`src/sv/dds_pkg.sv`:
```
// ============================================================================
// dds_pkg: shared definitions for the decimal digit seven-segment scanner
// Widths, segment table, divide-by-ten constants and the front/back entry.
// ============================================================================
package dds_pkg;

    localparam int NUMBER_W          = 16;
    localparam int PORT_W            = 12;
    localparam int SEG_W             = 7;
    localparam int DIGIT_W           = 4;
    localparam int DIGIT_IDX_W       = 3;
    localparam int DEFAULT_NUM_RANKS = 4;
    localparam int QUEUE_DEPTH       = 2;

    // Digit index of the most significant digit, by range of the number
    localparam logic [DIGIT_IDX_W-1:0] IDX_ONE   = 3'd0;
    localparam logic [DIGIT_IDX_W-1:0] IDX_TWO   = 3'd1;
    localparam logic [DIGIT_IDX_W-1:0] IDX_THREE = 3'd2;
    localparam logic [DIGIT_IDX_W-1:0] IDX_FOUR  = 3'd3;
    localparam logic [DIGIT_IDX_W-1:0] IDX_FIVE  = 3'd4;

    localparam logic [NUMBER_W-1:0] TEN         = 16'd10;
    localparam logic [NUMBER_W-1:0] HUNDRED     = 16'd100;
    localparam logic [NUMBER_W-1:0] THOUSAND    = 16'd1000;
    localparam logic [NUMBER_W-1:0] TEN_THOUSAND = 16'd10000;

    // x / 10 == (x * 0xCCCD) >> 19 for every 16-bit x
    localparam logic [NUMBER_W-1:0] DIV10_RECIP = 16'hCCCD;
    localparam int                  DIV10_SHIFT = 19;

    // Digit select for rank 0; higher ranks shift left, past bit 11 drops out
    localparam logic [PORT_W-1:0] SEL_BASE = 12'h100;

    typedef struct packed {
        logic [NUMBER_W-1:0]    number;
        logic [DIGIT_IDX_W-1:0] last_idx;
    } front_entry_t;

    // Common-cathode segments a..g
    function automatic logic [SEG_W-1:0] seg_code(input logic [DIGIT_W-1:0] digit);
        logic [SEG_W-1:0] code;
        case (digit)
            4'd0:    code = 7'h3f;
            4'd1:    code = 7'h06;
            4'd2:    code = 7'h5b;
            4'd3:    code = 7'h4f;
            4'd4:    code = 7'h66;
            4'd5:    code = 7'h6d;
            4'd6:    code = 7'h7d;
            4'd7:    code = 7'h07;
            4'd8:    code = 7'h7f;
            4'd9:    code = 7'h6f;
            default: code = 7'h00;
        endcase
        return code;
    endfunction

endpackage

```
`src/sv/decimal_digit_seven_segment_scanner.sv`:
```
// ============================================================================
// decimal_digit_seven_segment_scanner: number to multiplexed display words
// Splits a 16-bit number into decimal digits and emits one port word each.
// ============================================================================
// Push an unsigned 16-bit number; the block returns one 12-bit port word per
// decimal digit, least significant digit first (a zero gives one word). Bits
// 0..6 hold segments a..g (common cathode), bit 7 is zero, and bits 8..11
// hold a one-hot digit select taken from a rank that counts 0..NUM_RANKS per
// number and is used modulo NUM_RANKS; a select past bit 11 reads as zero.
// The word of the most significant digit has last set. A number has 1 to 5
// digits. The digit sequencer handles one digit per cycle, while the output
// word is free, with a reciprocal divide-by-ten; back-to-back numbers stream
// out with no gap between them while pop is held. A pushed number is queued,
// loaded into the sequencer, and its first digit is registered as the output
// word. A two-entry queue sits between the input classifier and the sequencer,
// so a stalled consumer does not stop input transfers until the queue fills.
// ============================================================================
module decimal_digit_seven_segment_scanner
    import dds_pkg::*;
#(
    parameter int NUM_RANKS = DEFAULT_NUM_RANKS
) (
    input  logic                clk,
    input  logic                rst_n,
    // input queue side: transfer when push && !full
    input  logic                push,
    output logic                full,
    input  logic [NUMBER_W-1:0] number,
    // result queue side: transfer when pop && !empty
    output logic                empty,
    input  logic                pop,
    output logic [PORT_W-1:0]   port_word,
    output logic                last
);

    front_entry_t entry;
    logic         entry_valid;
    logic         entry_take;

    // front: classify by digit count, buffer
    dds_front u_front (
        .clk         (clk),
        .rst_n       (rst_n),
        .push        (push),
        .number      (number),
        .full        (full),
        .entry_take  (entry_take),
        .entry_valid (entry_valid),
        .entry       (entry)
    );

    // back: one digit per cycle into the output register while it is free
    dds_back #(
        .NUM_RANKS (NUM_RANKS)
    ) u_back (
        .clk         (clk),
        .rst_n       (rst_n),
        .entry_valid (entry_valid),
        .entry       (entry),
        .entry_take  (entry_take),
        .empty       (empty),
        .pop         (pop),
        .port_word   (port_word),
        .last        (last)
    );

endmodule

```
`src/sv/dds_queue.sv`:
```
// ============================================================================
// dds_queue: small register queue
// Decouples the classifying front from the digit-emitting back.
// ============================================================================
module dds_queue #(
    parameter int WIDTH = 19,
    parameter int DEPTH = 2
) (
    input  logic             clk,
    input  logic             rst_n,
    input  logic             wr_en,
    input  logic [WIDTH-1:0] wr_data,
    output logic             full,
    input  logic             rd_en,
    output logic [WIDTH-1:0] rd_data,
    output logic             not_empty
);

    localparam int PTR_W = (DEPTH > 1) ? $clog2(DEPTH) : 1;
    localparam int CNT_W = $clog2(DEPTH + 1);

    logic [WIDTH-1:0] slot_reg [DEPTH];
    logic [PTR_W-1:0] wr_ptr_reg, wr_ptr_next;
    logic [PTR_W-1:0] rd_ptr_reg, rd_ptr_next;
    logic [CNT_W-1:0] count_reg, count_next;
    logic             do_wr, do_rd;

    assign full      = (count_reg == CNT_W'(DEPTH));
    assign not_empty = (count_reg != '0);
    assign rd_data   = slot_reg[rd_ptr_reg];
    assign do_wr     = wr_en && !full;
    assign do_rd     = rd_en && not_empty;

    always_comb
    begin
        wr_ptr_next = wr_ptr_reg;
        rd_ptr_next = rd_ptr_reg;
        count_next  = count_reg;
        if (do_wr)
        begin
            wr_ptr_next = (wr_ptr_reg == PTR_W'(DEPTH - 1)) ? '0 : wr_ptr_reg + 1'b1;
        end
        if (do_rd)
        begin
            rd_ptr_next = (rd_ptr_reg == PTR_W'(DEPTH - 1)) ? '0 : rd_ptr_reg + 1'b1;
        end
        if (do_wr && !do_rd)
        begin
            count_next = count_reg + 1'b1;
        end
        else if (do_rd && !do_wr)
        begin
            count_next = count_reg - 1'b1;
        end
    end

    always_ff @(posedge clk or negedge rst_n)
    begin
        if (!rst_n)
        begin
            wr_ptr_reg <= '0;
            rd_ptr_reg <= '0;
            count_reg  <= '0;
        end
        else
        begin
            wr_ptr_reg <= wr_ptr_next;
            rd_ptr_reg <= rd_ptr_next;
            count_reg  <= count_next;
        end
    end

    always_ff @(posedge clk)
    begin
        if (do_wr)
        begin
            slot_reg[wr_ptr_reg] <= wr_data;
        end
    end

endmodule

```
`src/sv/dds_front.sv`:
```
// ============================================================================
// dds_front: input side
// Takes numbers, finds the digit count and queues them for the back end.
// ============================================================================
module dds_front
    import dds_pkg::*;
(
    input  logic                clk,
    input  logic                rst_n,
    input  logic                push,
    input  logic [NUMBER_W-1:0] number,
    output logic                full,
    input  logic                entry_take,
    output logic                entry_valid,
    output front_entry_t        entry
);

    localparam int ENTRY_W = $bits(front_entry_t);

    front_entry_t         classified;
    logic [ENTRY_W-1:0]   rd_bits;

    // index of the most significant digit
    always_comb
    begin
        classified.number = number;
        if (number >= TEN_THOUSAND)
        begin
            classified.last_idx = IDX_FIVE;
        end
        else if (number >= THOUSAND)
        begin
            classified.last_idx = IDX_FOUR;
        end
        else if (number >= HUNDRED)
        begin
            classified.last_idx = IDX_THREE;
        end
        else if (number >= TEN)
        begin
            classified.last_idx = IDX_TWO;
        end
        else
        begin
            classified.last_idx = IDX_ONE;
        end
    end

    dds_queue #(
        .WIDTH (ENTRY_W),
        .DEPTH (QUEUE_DEPTH)
    ) u_queue (
        .clk       (clk),
        .rst_n     (rst_n),
        .wr_en     (push),
        .wr_data   (classified),
        .full      (full),
        .rd_en     (entry_take),
        .rd_data   (rd_bits),
        .not_empty (entry_valid)
    );

    assign entry = front_entry_t'(rd_bits);

endmodule

```
`src/sv/dds_back.sv`:
```
// ============================================================================
// dds_back: digit sequencer
// Peels one decimal digit per cycle while the output word is free and builds the display port word.
// ============================================================================
module dds_back
    import dds_pkg::*;
#(
    parameter int NUM_RANKS = DEFAULT_NUM_RANKS
) (
    input  logic              clk,
    input  logic              rst_n,
    input  logic              entry_valid,
    input  front_entry_t      entry,
    output logic              entry_take,
    output logic              empty,
    input  logic              pop,
    output logic [PORT_W-1:0] port_word,
    output logic              last
);

    localparam int RANK_W = $clog2(NUM_RANKS + 1);

    logic                   busy_reg, busy_next;
    logic [NUMBER_W-1:0]    value_reg, value_next;
    logic [DIGIT_IDX_W-1:0] idx_reg, idx_next;
    logic [DIGIT_IDX_W-1:0] last_idx_reg, last_idx_next;
    logic [RANK_W-1:0]      rank_reg, rank_next;
    logic                   out_valid_reg, out_valid_next;
    logic [PORT_W-1:0]      word_reg, word_next;
    logic                   last_reg, last_next;

    logic [2*NUMBER_W-1:0]  prod;
    logic [NUMBER_W-1:0]    quot;
    logic [NUMBER_W-1:0]    ten_quot;
    logic [NUMBER_W-1:0]    rem;
    logic [RANK_W-1:0]      rank_mod;
    logic [PORT_W-1:0]      sel;
    logic                   out_free, step, finishing;

    // value / 10 by reciprocal, remainder by shift-add
    assign prod     = (2*NUMBER_W)'(value_reg) * (2*NUMBER_W)'(DIV10_RECIP);
    assign quot     = NUMBER_W'(prod >> DIV10_SHIFT);
    assign ten_quot = (quot << 3) + (quot << 1);
    assign rem      = value_reg - ten_quot;

    // rank runs 0..NUM_RANKS, so mod is a single compare
    assign rank_mod = (rank_reg == RANK_W'(NUM_RANKS)) ? '0 : rank_reg;
    assign sel      = SEL_BASE << rank_mod;

    assign out_free   = !out_valid_reg || pop;
    assign step       = busy_reg && out_free;
    assign finishing  = step && (idx_reg == last_idx_reg);
    assign entry_take = entry_valid && (!busy_reg || finishing);

    always_comb
    begin
        busy_next      = busy_reg;
        value_next     = value_reg;
        idx_next       = idx_reg;
        last_idx_next  = last_idx_reg;
        rank_next      = rank_reg;
        out_valid_next = out_valid_reg;
        word_next      = word_reg;
        last_next      = last_reg;
        if (pop)
        begin
            out_valid_next = 1'b0;
        end
        if (step)
        begin
            out_valid_next = 1'b1;
            word_next      = sel | PORT_W'(seg_code(rem[DIGIT_W-1:0]));
            last_next      = (idx_reg == last_idx_reg);
            value_next     = quot;
            idx_next       = idx_reg + 1'b1;
            rank_next      = (rank_reg == RANK_W'(NUM_RANKS)) ? '0 : rank_reg + 1'b1;
            if (finishing)
            begin
                busy_next = 1'b0;
            end
        end
        if (entry_take)
        begin
            busy_next     = 1'b1;
            value_next    = entry.number;
            last_idx_next = entry.last_idx;
            idx_next      = '0;
            rank_next     = '0;
        end
    end

    always_ff @(posedge clk or negedge rst_n)
    begin
        if (!rst_n)
        begin
            busy_reg      <= 1'b0;
            idx_reg       <= '0;
            last_idx_reg  <= '0;
            rank_reg      <= '0;
            out_valid_reg <= 1'b0;
        end
        else
        begin
            busy_reg      <= busy_next;
            idx_reg       <= idx_next;
            last_idx_reg  <= last_idx_next;
            rank_reg      <= rank_next;
            out_valid_reg <= out_valid_next;
        end
    end

    always_ff @(posedge clk)
    begin
        value_reg <= value_next;
        word_reg  <= word_next;
        last_reg  <= last_next;
    end

    assign empty     = !out_valid_reg;
    assign port_word = word_reg;
    assign last      = last_reg;

endmodule

```
`config.mk`:
```
export PLATFORM = sky130hd
export DESIGN_NAME = decimal_digit_seven_segment_scanner
export DESIGN_NICKNAME = d
export VERILOG_FILES = /design/src/sv/dds_pkg.sv /design/src/sv/decimal_digit_seven_segment_scanner.sv /design/src/sv/dds_queue.sv /design/src/sv/dds_front.sv /design/src/sv/dds_back.sv
export SDC_FILE = /design/constraint.sdc
export NUM_CORES = 1
export LEC_CHECK = 0
export BUFFER_PORTS_ARGS = -buffer_cell sky130_fd_sc_hd__buf_2
export CORE_ASPECT_RATIO = 0.6
export CORE_MARGIN = 3
export CORE_UTILIZATION = 58
export DETAILED_ROUTE_END_ITERATION = 8
export PLACE_DENSITY = 0.79
export SYNTH_ARGS = -nofsm -noshare
export SYNTH_HDL_FRONTEND = slang
export SYNTH_HIERARCHICAL = 1
export SYNTH_SLANG_ARGS = --single-unit
```
`constraint.sdc`:
```
create_clock -name clk -period 5.75 [get_ports clk]
set_input_delay 0.575 -clock clk [delete_from_list [all_inputs] [get_ports clk]]
set_output_delay 0.575 -clock clk [all_outputs]
set_load 0.1 [all_outputs]
```
==> results, run 1 <==
- The flow ran to the end, but the final reports show violations.
- The final reports fail on negative setup slack.
- After synthesis, the most frequently instantiated cells are sky130_fd_sc_hd__inv_1, sky130_fd_sc_hd__ha_1, sky130_fd_sc_hd__fa_1.
- On the final layout, the worst clock skew is between 0.01 and 0.015 ns.
- During I/O placement, the number of pins put on the boundary was 35.
- At the worst endpoint, the arrival time is ~6.6 ns.
- The first global-routing pass estimated 31,900 um of wire.
- The reg-to-reg setup timing slack is -0.67 ns.
- The leading cell type by number of instances after synthesis is sky130_fd_sc_hd__inv_1.
- Setup repair after global routing could not meet its margin everywhere.
- Fill cells in the final layout number 791.
- The final critical-path setup slack is -0.675 ns.
- A synthesized cell averages around 11 sq um.
- The final net count is ~1,100.
- The number of antenna diodes in the final layout is 0.
- The cell area that synthesis handed to floorplanning was around 8200 sq um.
- Along the worst path, the maximum fanout reaches 7.
- The via density per instance is 5.63.
- The pin count of the biggest net entering global routing is 28.
- The type of the worst setup path is reg -> reg.
- The largest total area in the synthesized netlist belongs to sky130_fd_sc_hd__edfxtp_1.
- The sort of element at the start of the critical path is a flop.
- The number of maximum-capacitance constraint violations is 0.
- Data on the critical path is required at its endpoint by 5.94 ns.
- The most frequently used flop master after synthesis is sky130_fd_sc_hd__edfxtp_1.
- The count of hold-fix buffers inserted at cts is 0.
- The post-route netlist has between 20 and 30% of its cells at a drive strength greater than 1.
- The critical path goes through ha_4 -> fa_1 -> inv_1 -> fa_1 -> fa_1 -> fa_1 -> inv_1 -> fa_1 -> ha_4 -> and4_4 -> nand3_2 -> o211ai_1 -> xor2_1 -> ha_1 -> nand2_1 -> o31ai_2 -> a41oi_1 -> nand3_2 -> xnor2_4 -> xnor2_4 -> mux2i_1.
- The number of slew-limit violations in the final report is 0.
- CTS placed an instance of sky130_fd_sc_hd__clkbuf_16 at the clock tree root.
- Counting flops with an async set or reset pin after synthesis yields a share of 18.5%.
- The gate family responsible for the most delay along the worst path is adder cells.
- STA classifies the critical path endpoint as a flop.
- The largest single stage delay on the critical path is 0.56 ns.
- The distinct cell type count of the synthesized netlist is 62.
- The number of hold violations in the final report is 0.
- The measured slew at the worst slew-check pin is approximately 1.2 ns.
- The relative slew slack is between 15 and 20%.
- The net count after synthesis is ~980.
- The worst hold slack is ~0.12 ns.
- The initial utilization of the core area, before any placement, comes to about three fifths.
- The clock sink count is between 80 and 90.
- The remaining global-route overflow is 0.
- After clock tree synthesis, the clock-pin slew on the worst setup and hold paths is 0.07 ns.
- TritonCTS created 9 clock buffers.
- The initial antenna violation count is 1.
- The worst hold path class is in -> async.
- Subtracting the final worst setup slack from the clock period gives between 6 and 7 ns.
- The overall die area is 15,700 sq um.
- The via count of the first global-routing pass is between 6,000 and 7,000.
- The number of instances in the synthesized netlist is 735.
- After synthesis, flip-flops and latches occupy between 20% and 30% of the total area.
- The final number of setup-violating endpoints is 15.
- Routability-driven placement finished with a final weighted congestion of 1.07.
- The per-cell routed wire length is approximately 20 um.
- The placeable core region is approximately 13,000 sq um.
- The first detailed-routing pass took 5 iterations.
- The synthesized design devotes to its leading area cell type around 24% of total area.
- The maximum clock insertion buffer count is 2.
- The clock network latency to the later pin of the worst-skew pair is 0.35 ns.
- The number of synthesis warnings is 6.
- The clock tree from TritonCTS is built.
- Relative to the synthesized area, the layout overhead comes to 23.4%.
- After detailed routing, the number of remaining DRC violations is 0.
- The die extent in y is 98.2 um.
- Derived from the worst setup path, the maximum achievable clock frequency is between 150 and 200 MHz.
- For this design, the slowest cell found on the critical path is sky130_fd_sc_hd__fa_1.
- The number of flops mapped to enable cells by yosys is 66.
- The final worst-path cycle share is 112%.
- The clock tree synthesis step divided the H-tree into 3 levels.
- Global routing used 26.7% of the available tracks across all layers.
- Summing over every cut layer, the via total after detailed routing is around 6,000.
- The count of nets left with antenna violations once routing finished came out at 0.
- The placement row count is 32.
- The post-synthesis sequential element count is just over 80.
- In this run the tool buffered the top-level ports with 33 buffer cells.
- After routing, the total negative slack on setup checks comes to -6.10 ns.
- The DRC marker count from the first detailed-route iteration is 457.
- After synthesis, the cell types taking the most area are sky130_fd_sc_hd__edfxtp_1, sky130_fd_sc_hd__ha_1, sky130_fd_sc_hd__fa_1.
- The flip-flop count of the largest register after layout is 38.
- The half-perimeter wire length after placement is 16,200 um.
- Summed over all layers, the routed wires come to roughly 21,000 um.
- The number of buffer and inverter stages on the critical path is 2.
- The library cell appearing most often on the critical path is sky130_fd_sc_hd__fa_1.
- Measured along the x axis, the die boundary spans about 160 um.
## layout make-up
type	instances	area [sq um]	share of cell area, %
tap	187	234	2.31
clock inverter	7	86.3	0.852
sequential	81	2360	23.3
clock buffer	9	225	2.22
timing repair buffer	140	1000	9.89
inverter	165	622	6.13
multi-input combinational	482	5610	55.3
## layer usage
metal	share of wire [%]	wire (um)	global-route usage, %
met1	42	9100	37.4
met2	45	9680	41.1
met3	11	2290	8.94
met4	1.8	393	5.45
met5	0.047	10	0
## placed cells by master (no fill, tap or decap), types with 4 or more instances in the layout
cell and count:
sky130_fd_sc_hd__inv_2 7, sky130_fd_sc_hd__mux2i_1 7, sky130_fd_sc_hd__buf_2 33, sky130_fd_sc_hd__edfxtp_1 66
sky130_fd_sc_hd__nand3_1 5, sky130_fd_sc_hd__nand2b_1 4, sky130_fd_sc_hd__dfrtp_1 15, sky130_fd_sc_hd__nor3_1 9
sky130_fd_sc_hd__a21oi_2 5, sky130_fd_sc_hd__inv_1 155, sky130_fd_sc_hd__o21ai_1 5, sky130_fd_sc_hd__o21ai_0 8
sky130_fd_sc_hd__fa_1 77, sky130_fd_sc_hd__ha_1 123, sky130_fd_sc_hd__a21oi_1 17, sky130_fd_sc_hd__xnor2_2 4
sky130_fd_sc_hd__nand2_1 44, sky130_fd_sc_hd__mux2_4 19, sky130_fd_sc_hd__and3_1 7, sky130_fd_sc_hd__a21o_1 7
sky130_fd_sc_hd__o21a_1 4, sky130_fd_sc_hd__buf_4 98, sky130_fd_sc_hd__nand4_1 4, sky130_fd_sc_hd__xnor2_1 10
sky130_fd_sc_hd__buf_6 9, sky130_fd_sc_hd__nor2_1 31, sky130_fd_sc_hd__ha_4 18, sky130_fd_sc_hd__clkbuf_16 9
sky130_fd_sc_hd__o31ai_2 4, sky130_fd_sc_hd__xor2_1 13
## logic make-up (layout without fill, tap and decap cells)
family	after synthesis	in the layout	share of synthesized area (%)
adders and majority gates	223	223	41.3
buffers and inverters	172	321	8.10
and+or+nand+nor	128	128	7.60
DFF	81	81	28.7
AOI/OAI and AO/OA	74	74	6.26
xor gates and xnor gates	30	30	3.70
muxes	26	26	4.33
other	1	1	0.0456
## worst reg2reg max path: stages, from the launching register on
cell and delay, ns:
sky130_fd_sc_hd__edfxtp_1 0.53, sky130_fd_sc_hd__ha_4 0.31, sky130_fd_sc_hd__fa_1 0.51, sky130_fd_sc_hd__inv_1 0.08, sky130_fd_sc_hd__fa_1 0.56, sky130_fd_sc_hd__fa_1 0.48, sky130_fd_sc_hd__fa_1 0.52, sky130_fd_sc_hd__inv_1 0.05
sky130_fd_sc_hd__fa_1 0.48, sky130_fd_sc_hd__ha_4 0.31, sky130_fd_sc_hd__and4_4 0.23, sky130_fd_sc_hd__nand3_2 0.07, sky130_fd_sc_hd__o211ai_1 0.28, sky130_fd_sc_hd__xor2_1 0.30, sky130_fd_sc_hd__ha_1 0.29, sky130_fd_sc_hd__nand2_1 0.08
sky130_fd_sc_hd__o31ai_2 0.06, sky130_fd_sc_hd__a41oi_1 0.18, sky130_fd_sc_hd__nand3_2 0.15, sky130_fd_sc_hd__xnor2_4 0.20, sky130_fd_sc_hd__xnor2_4 0.32, sky130_fd_sc_hd__mux2i_1 0.25
## metrics by stage
step	worst slack (ns)	util, %	cell area, sq um	cells
finish	-0.675	76.0	10100	1071
global route	-0.884	76.0	10100	1071
CTS	-0.532	73.9	9860	1064
detailed placement	-0.766	69.9	9320	1032
global placement	-0.627	69.9	9320	1032
floorplan	-0.263	-	8340	735
## worst paths after layout
| kind | cells after the start | to | startpoint |
|---|---|---|---|
| max | 21 | u_back/port_word[4]$_DFFE_PP_ | u_back/value_reg[4]$_DFFE_PP_ |
| min | 1 | u_back/idx_reg[1]$_DFFE_PN0P_ | rst_n |
| max reg2reg | 21 | u_back/port_word[4]$_DFFE_PP_ | u_back/value_reg[4]$_DFFE_PP_ |
| min reg2reg | 1 | u_back/out_valid_reg$_DFFE_PN0P_ | u_back/busy_reg$_DFFE_PN0P_ |
| max in group asynchronous | 1 | u_front/u_queue/rd_ptr_reg$_DFFE_PN0P_ | rst_n |
| min in group clk | 1 | u_front/u_queue/slot_reg[1][3]$_DFFE_PP_ | number[0] |
## repair_timing
action                     CTS  global route
pin swaps                   21            34
setup endpoints to repair   16            17
gates resized for setup     19            41
setup buffers               16             7
Power of run 1 is not shown: default switching activity piles up to over one toggle a cycle in this logic, so the estimate is an artifact.
==> run 2: changes to the inputs <==
--- a/config.mk
+++ b/config.mk
@@ -8,9 +8,10 @@
 export BUFFER_PORTS_ARGS = -buffer_cell sky130_fd_sc_hd__buf_2
 export CORE_ASPECT_RATIO = 0.6
 export CORE_MARGIN = 3
-export CORE_UTILIZATION = 58
+export CORE_UTILIZATION = 59
+export CTS_BUF_LIST = sky130_fd_sc_hd__clkbuf_4
 export DETAILED_ROUTE_END_ITERATION = 8
-export PLACE_DENSITY = 0.79
+export PLACE_DENSITY = 0.8
 export SYNTH_ARGS = -nofsm -noshare
 export SYNTH_HDL_FRONTEND = slang
 export SYNTH_HIERARCHICAL = 1
==> results, run 2 (synthesized netlist as in run 1, its figures left out) <==
- The run finished, with violations left.
- The checks that failed: negative setup slack.
- Setup repair after global routing could not meet its margin everywhere.
- The via count of the first global-routing pass is about 6,000.
- After the first detailed-routing iteration, the DRC count stood at approximately 530.
- The time the worst path needs with I/O delays and setup is between 6 and 7 ns.
- The buffer type at the clock tree root is sky130_fd_sc_hd__clkbuf_4.
- The width of the die is between 150 and 200 um.
- The final net count is around 1,100.
- The leading cell type in the layout, fill and taps excluded is sky130_fd_sc_hd__inv_1.
- The floorplan step defined a die boundary enclosing ~15,000 sq um.
- The initial antenna violation count is 1.
- The die extent in y is 97.4 um.
- Summed over all layers, the routed wires come to 21,200 um.
- At the pin with the least slew margin, the transition time is 1.21 ns.
- The worst path uses 111% of the clock period.
- The clock tree skew after final layout is roughly 0.027 ns.
- The maximum clock insertion buffer count is 2.
- The placement row count is 32.
- Global routing used ~28% of the available tracks across all layers.
- The number of hold violations in the final report is 0.
- The final weighted congestion of routability-driven global placement is between 1 and 1.5.
- The starting density of the core is 62.2%.
- The half-perimeter wire length after placement is between 15,000 and 20,000 um.
- The remaining global-route overflow is 0.
- 35 I/O pins were placed.
- The layout cell share with drive strength beyond 1 is approximately 29%.
- The highest net fanout along the worst path is 7.
- Entering global routing, the biggest net connects 28 pins.
- The first global-routing pass estimated roughly 32,000 um of wire.
- The total number of vias is between 6,000 and 7,000.
- Max-cap violations in this run came to 0.
- The finished cells cover 10000 sq um.
- Measured on the finished design, the core utilization comes to 75.7%.
- After detailed routing, the average wire length per cell comes to about 20 um.
- During placement, the flow inserted port buffers numbering 33.
- The combined flip-flop and latch cell area is 2360 sq um.
- The tree built by TritonCTS fans out to between 80 and 90 sinks.
- Timing analysis after detailed placement gives a worst setup slack of -0.715 ns.
- The area taken by multi-input logic gates is about 5600 sq um.
- The clock transition at the registers of the reported paths is approximately 0.15 ns.
- The register with the most flip-flops in the layout has 38 of them.
- The data required time at the worst endpoint is 5.99 ns.
- The number of slew-limit violations in the final report is 0.
- Setup slack on the critical path of the routed design comes to -0.622 ns.
- The worst hold path belongs to the class in -> reg.
- The number of diodes added for antenna fixing is 0.
- The kind of end point of the critical path is a flop.
- The data arrival time of the critical path is 6.62 ns.
- After detailed routing, the number of remaining DRC violations is 0.
- After detailed placement, the total cell area comes to 9290 sq um.
- The via density per instance is 5.72.
- Fill cells in the final layout number ~790.
- The area added between synthesis and finish is 21.7%.
- STA classifies the critical path startpoint as a flop.
- The type of the worst setup path is reg -> reg.
- TritonCTS built the clock tree.
- Buffers inserted during clock tree synthesis total 9.
- The total area inside the core boundary comes to 13,200 sq um.
- In the layout the commonest cells are sky130_fd_sc_hd__inv_1, sky130_fd_sc_hd__ha_1, sky130_fd_sc_hd__buf_4.
- The relative slew slack is around a fifth.
- Setup violations remaining at the end of the flow were counted as 16.
- The H-tree depth is 3.
- Timing would allow up to 157 MHz.
- The detail route stage leaves a number of antenna-violating nets equal to 0.
- The number of search-and-repair iterations in the first detailed-routing pass is 8.
- The clock network latency to the later pin of the worst-skew pair is between 0.4 and 0.5 ns.
run 2: changes by cell type in the layout (fill, tap and decap cells not counted), moves of 3 or more:
| cell | before | now |
|---|---|---|
| sky130_fd_sc_hd__inv_2 | 7 | 10 |
| sky130_fd_sc_hd__buf_4 | 98 | 103 |
| sky130_fd_sc_hd__a21oi_2 | 5 | 8 |
| sky130_fd_sc_hd__clkbuf_4 | 0 | 9 |
| sky130_fd_sc_hd__clkbuf_16 | 9 | 0 |
run 2: routing by layer:
metal / wire (um) / track usage (%)
met5: 12 / 0
met4: 420 / 4.69
met3: 2480 / 9.84
met2: 9330 / 41.1
met1: 8920 / 40.3
run 2: per-stage QoR:
step / std cells / hold WS (ns) / TNS, ns
floorplan: 735 / 0.279 / -1.84
detailed placement: 1014 / 0.477 / -9.13
finish: 1058 / 0.340 / -5.56
global placement: 1014 / 0.463 / -7.27
global route: 1058 / 0.289 / -8.06
CTS: 1044 / 0.00369 / -3.84
run 2: path summary, 6_finish.rpt:
path	start	endpoint	slack, ns	depth (start not counted)
min reg2reg	u_front/u_queue/count_reg[1]$_DFFE_PN0P_	u_front/u_queue/count_reg[1]$_DFFE_PN0P_	0.51	1
max in group asynchronous	rst_n	u_back/idx_reg[1]$_DFFE_PN0P_	4.91	2
min	number[11]	u_front/u_queue/slot_reg[0][14]$_DFFE_PP_	0.34	1
min in group asynchronous	rst_n	u_back/rank_reg[1]$_DFFE_PN0P_	0.57	2
max reg2reg	u_back/value_reg[7]$_DFFE_PP_	u_back/port_word[3]$_DFFE_PP_	-0.62	24
max	u_back/value_reg[7]$_DFFE_PP_	u_back/port_word[3]$_DFFE_PP_	-0.62	24
run 2: worst max-delay path: stages, from the launching register on:
cell and delay [ns]:
sky130_fd_sc_hd__edfxtp_1 0.50, sky130_fd_sc_hd__ha_4 0.31, sky130_fd_sc_hd__inv_1 0.09, sky130_fd_sc_hd__fa_1 0.49, sky130_fd_sc_hd__inv_1 0.05, sky130_fd_sc_hd__fa_1 0.50, sky130_fd_sc_hd__fa_1 0.44, sky130_fd_sc_hd__fa_1 0.50
sky130_fd_sc_hd__inv_1 0.05, sky130_fd_sc_hd__fa_1 0.50, sky130_fd_sc_hd__inv_2 0.05, sky130_fd_sc_hd__ha_4 0.22, sky130_fd_sc_hd__a21o_1 0.19, sky130_fd_sc_hd__a21o_1 0.17, sky130_fd_sc_hd__a21oi_2 0.15, sky130_fd_sc_hd__o211ai_1 0.15
sky130_fd_sc_hd__xor2_1 0.20, sky130_fd_sc_hd__ha_1 0.33, sky130_fd_sc_hd__nand2_1 0.09, sky130_fd_sc_hd__o31ai_1 0.07, sky130_fd_sc_hd__a41oi_1 0.19, sky130_fd_sc_hd__nand3_2 0.15, sky130_fd_sc_hd__xnor2_4 0.19, sky130_fd_sc_hd__xnor2_4 0.32
sky130_fd_sc_hd__mux2i_1 0.28
run 2: cell type report:
type	instances	share of cell area, %
clock buffers	9	0.676
clock inverters	7	1.00
inverters	165	6.20
multi-input cells	482	56.1
flip-flops and latches	81	23.6
well taps	170	2.13
repair buffers	144	10.3
run 2: repair_timing:
| action | 4_1_cts | 5_1_grt |
|---|---|---|
| endpoints found under the setup margin | 16 | 17 |
| buffers inserted | 14 | 14 |
| cloned | 0 | 0 |
| hold buffers | 0 | 1 |
| resized for setup | 25 | 38 |
| pin swaps | 16 | 31 |
| hold endpoints to repair | 0 | 5 |
Power of run 2 is left out for the same reason.
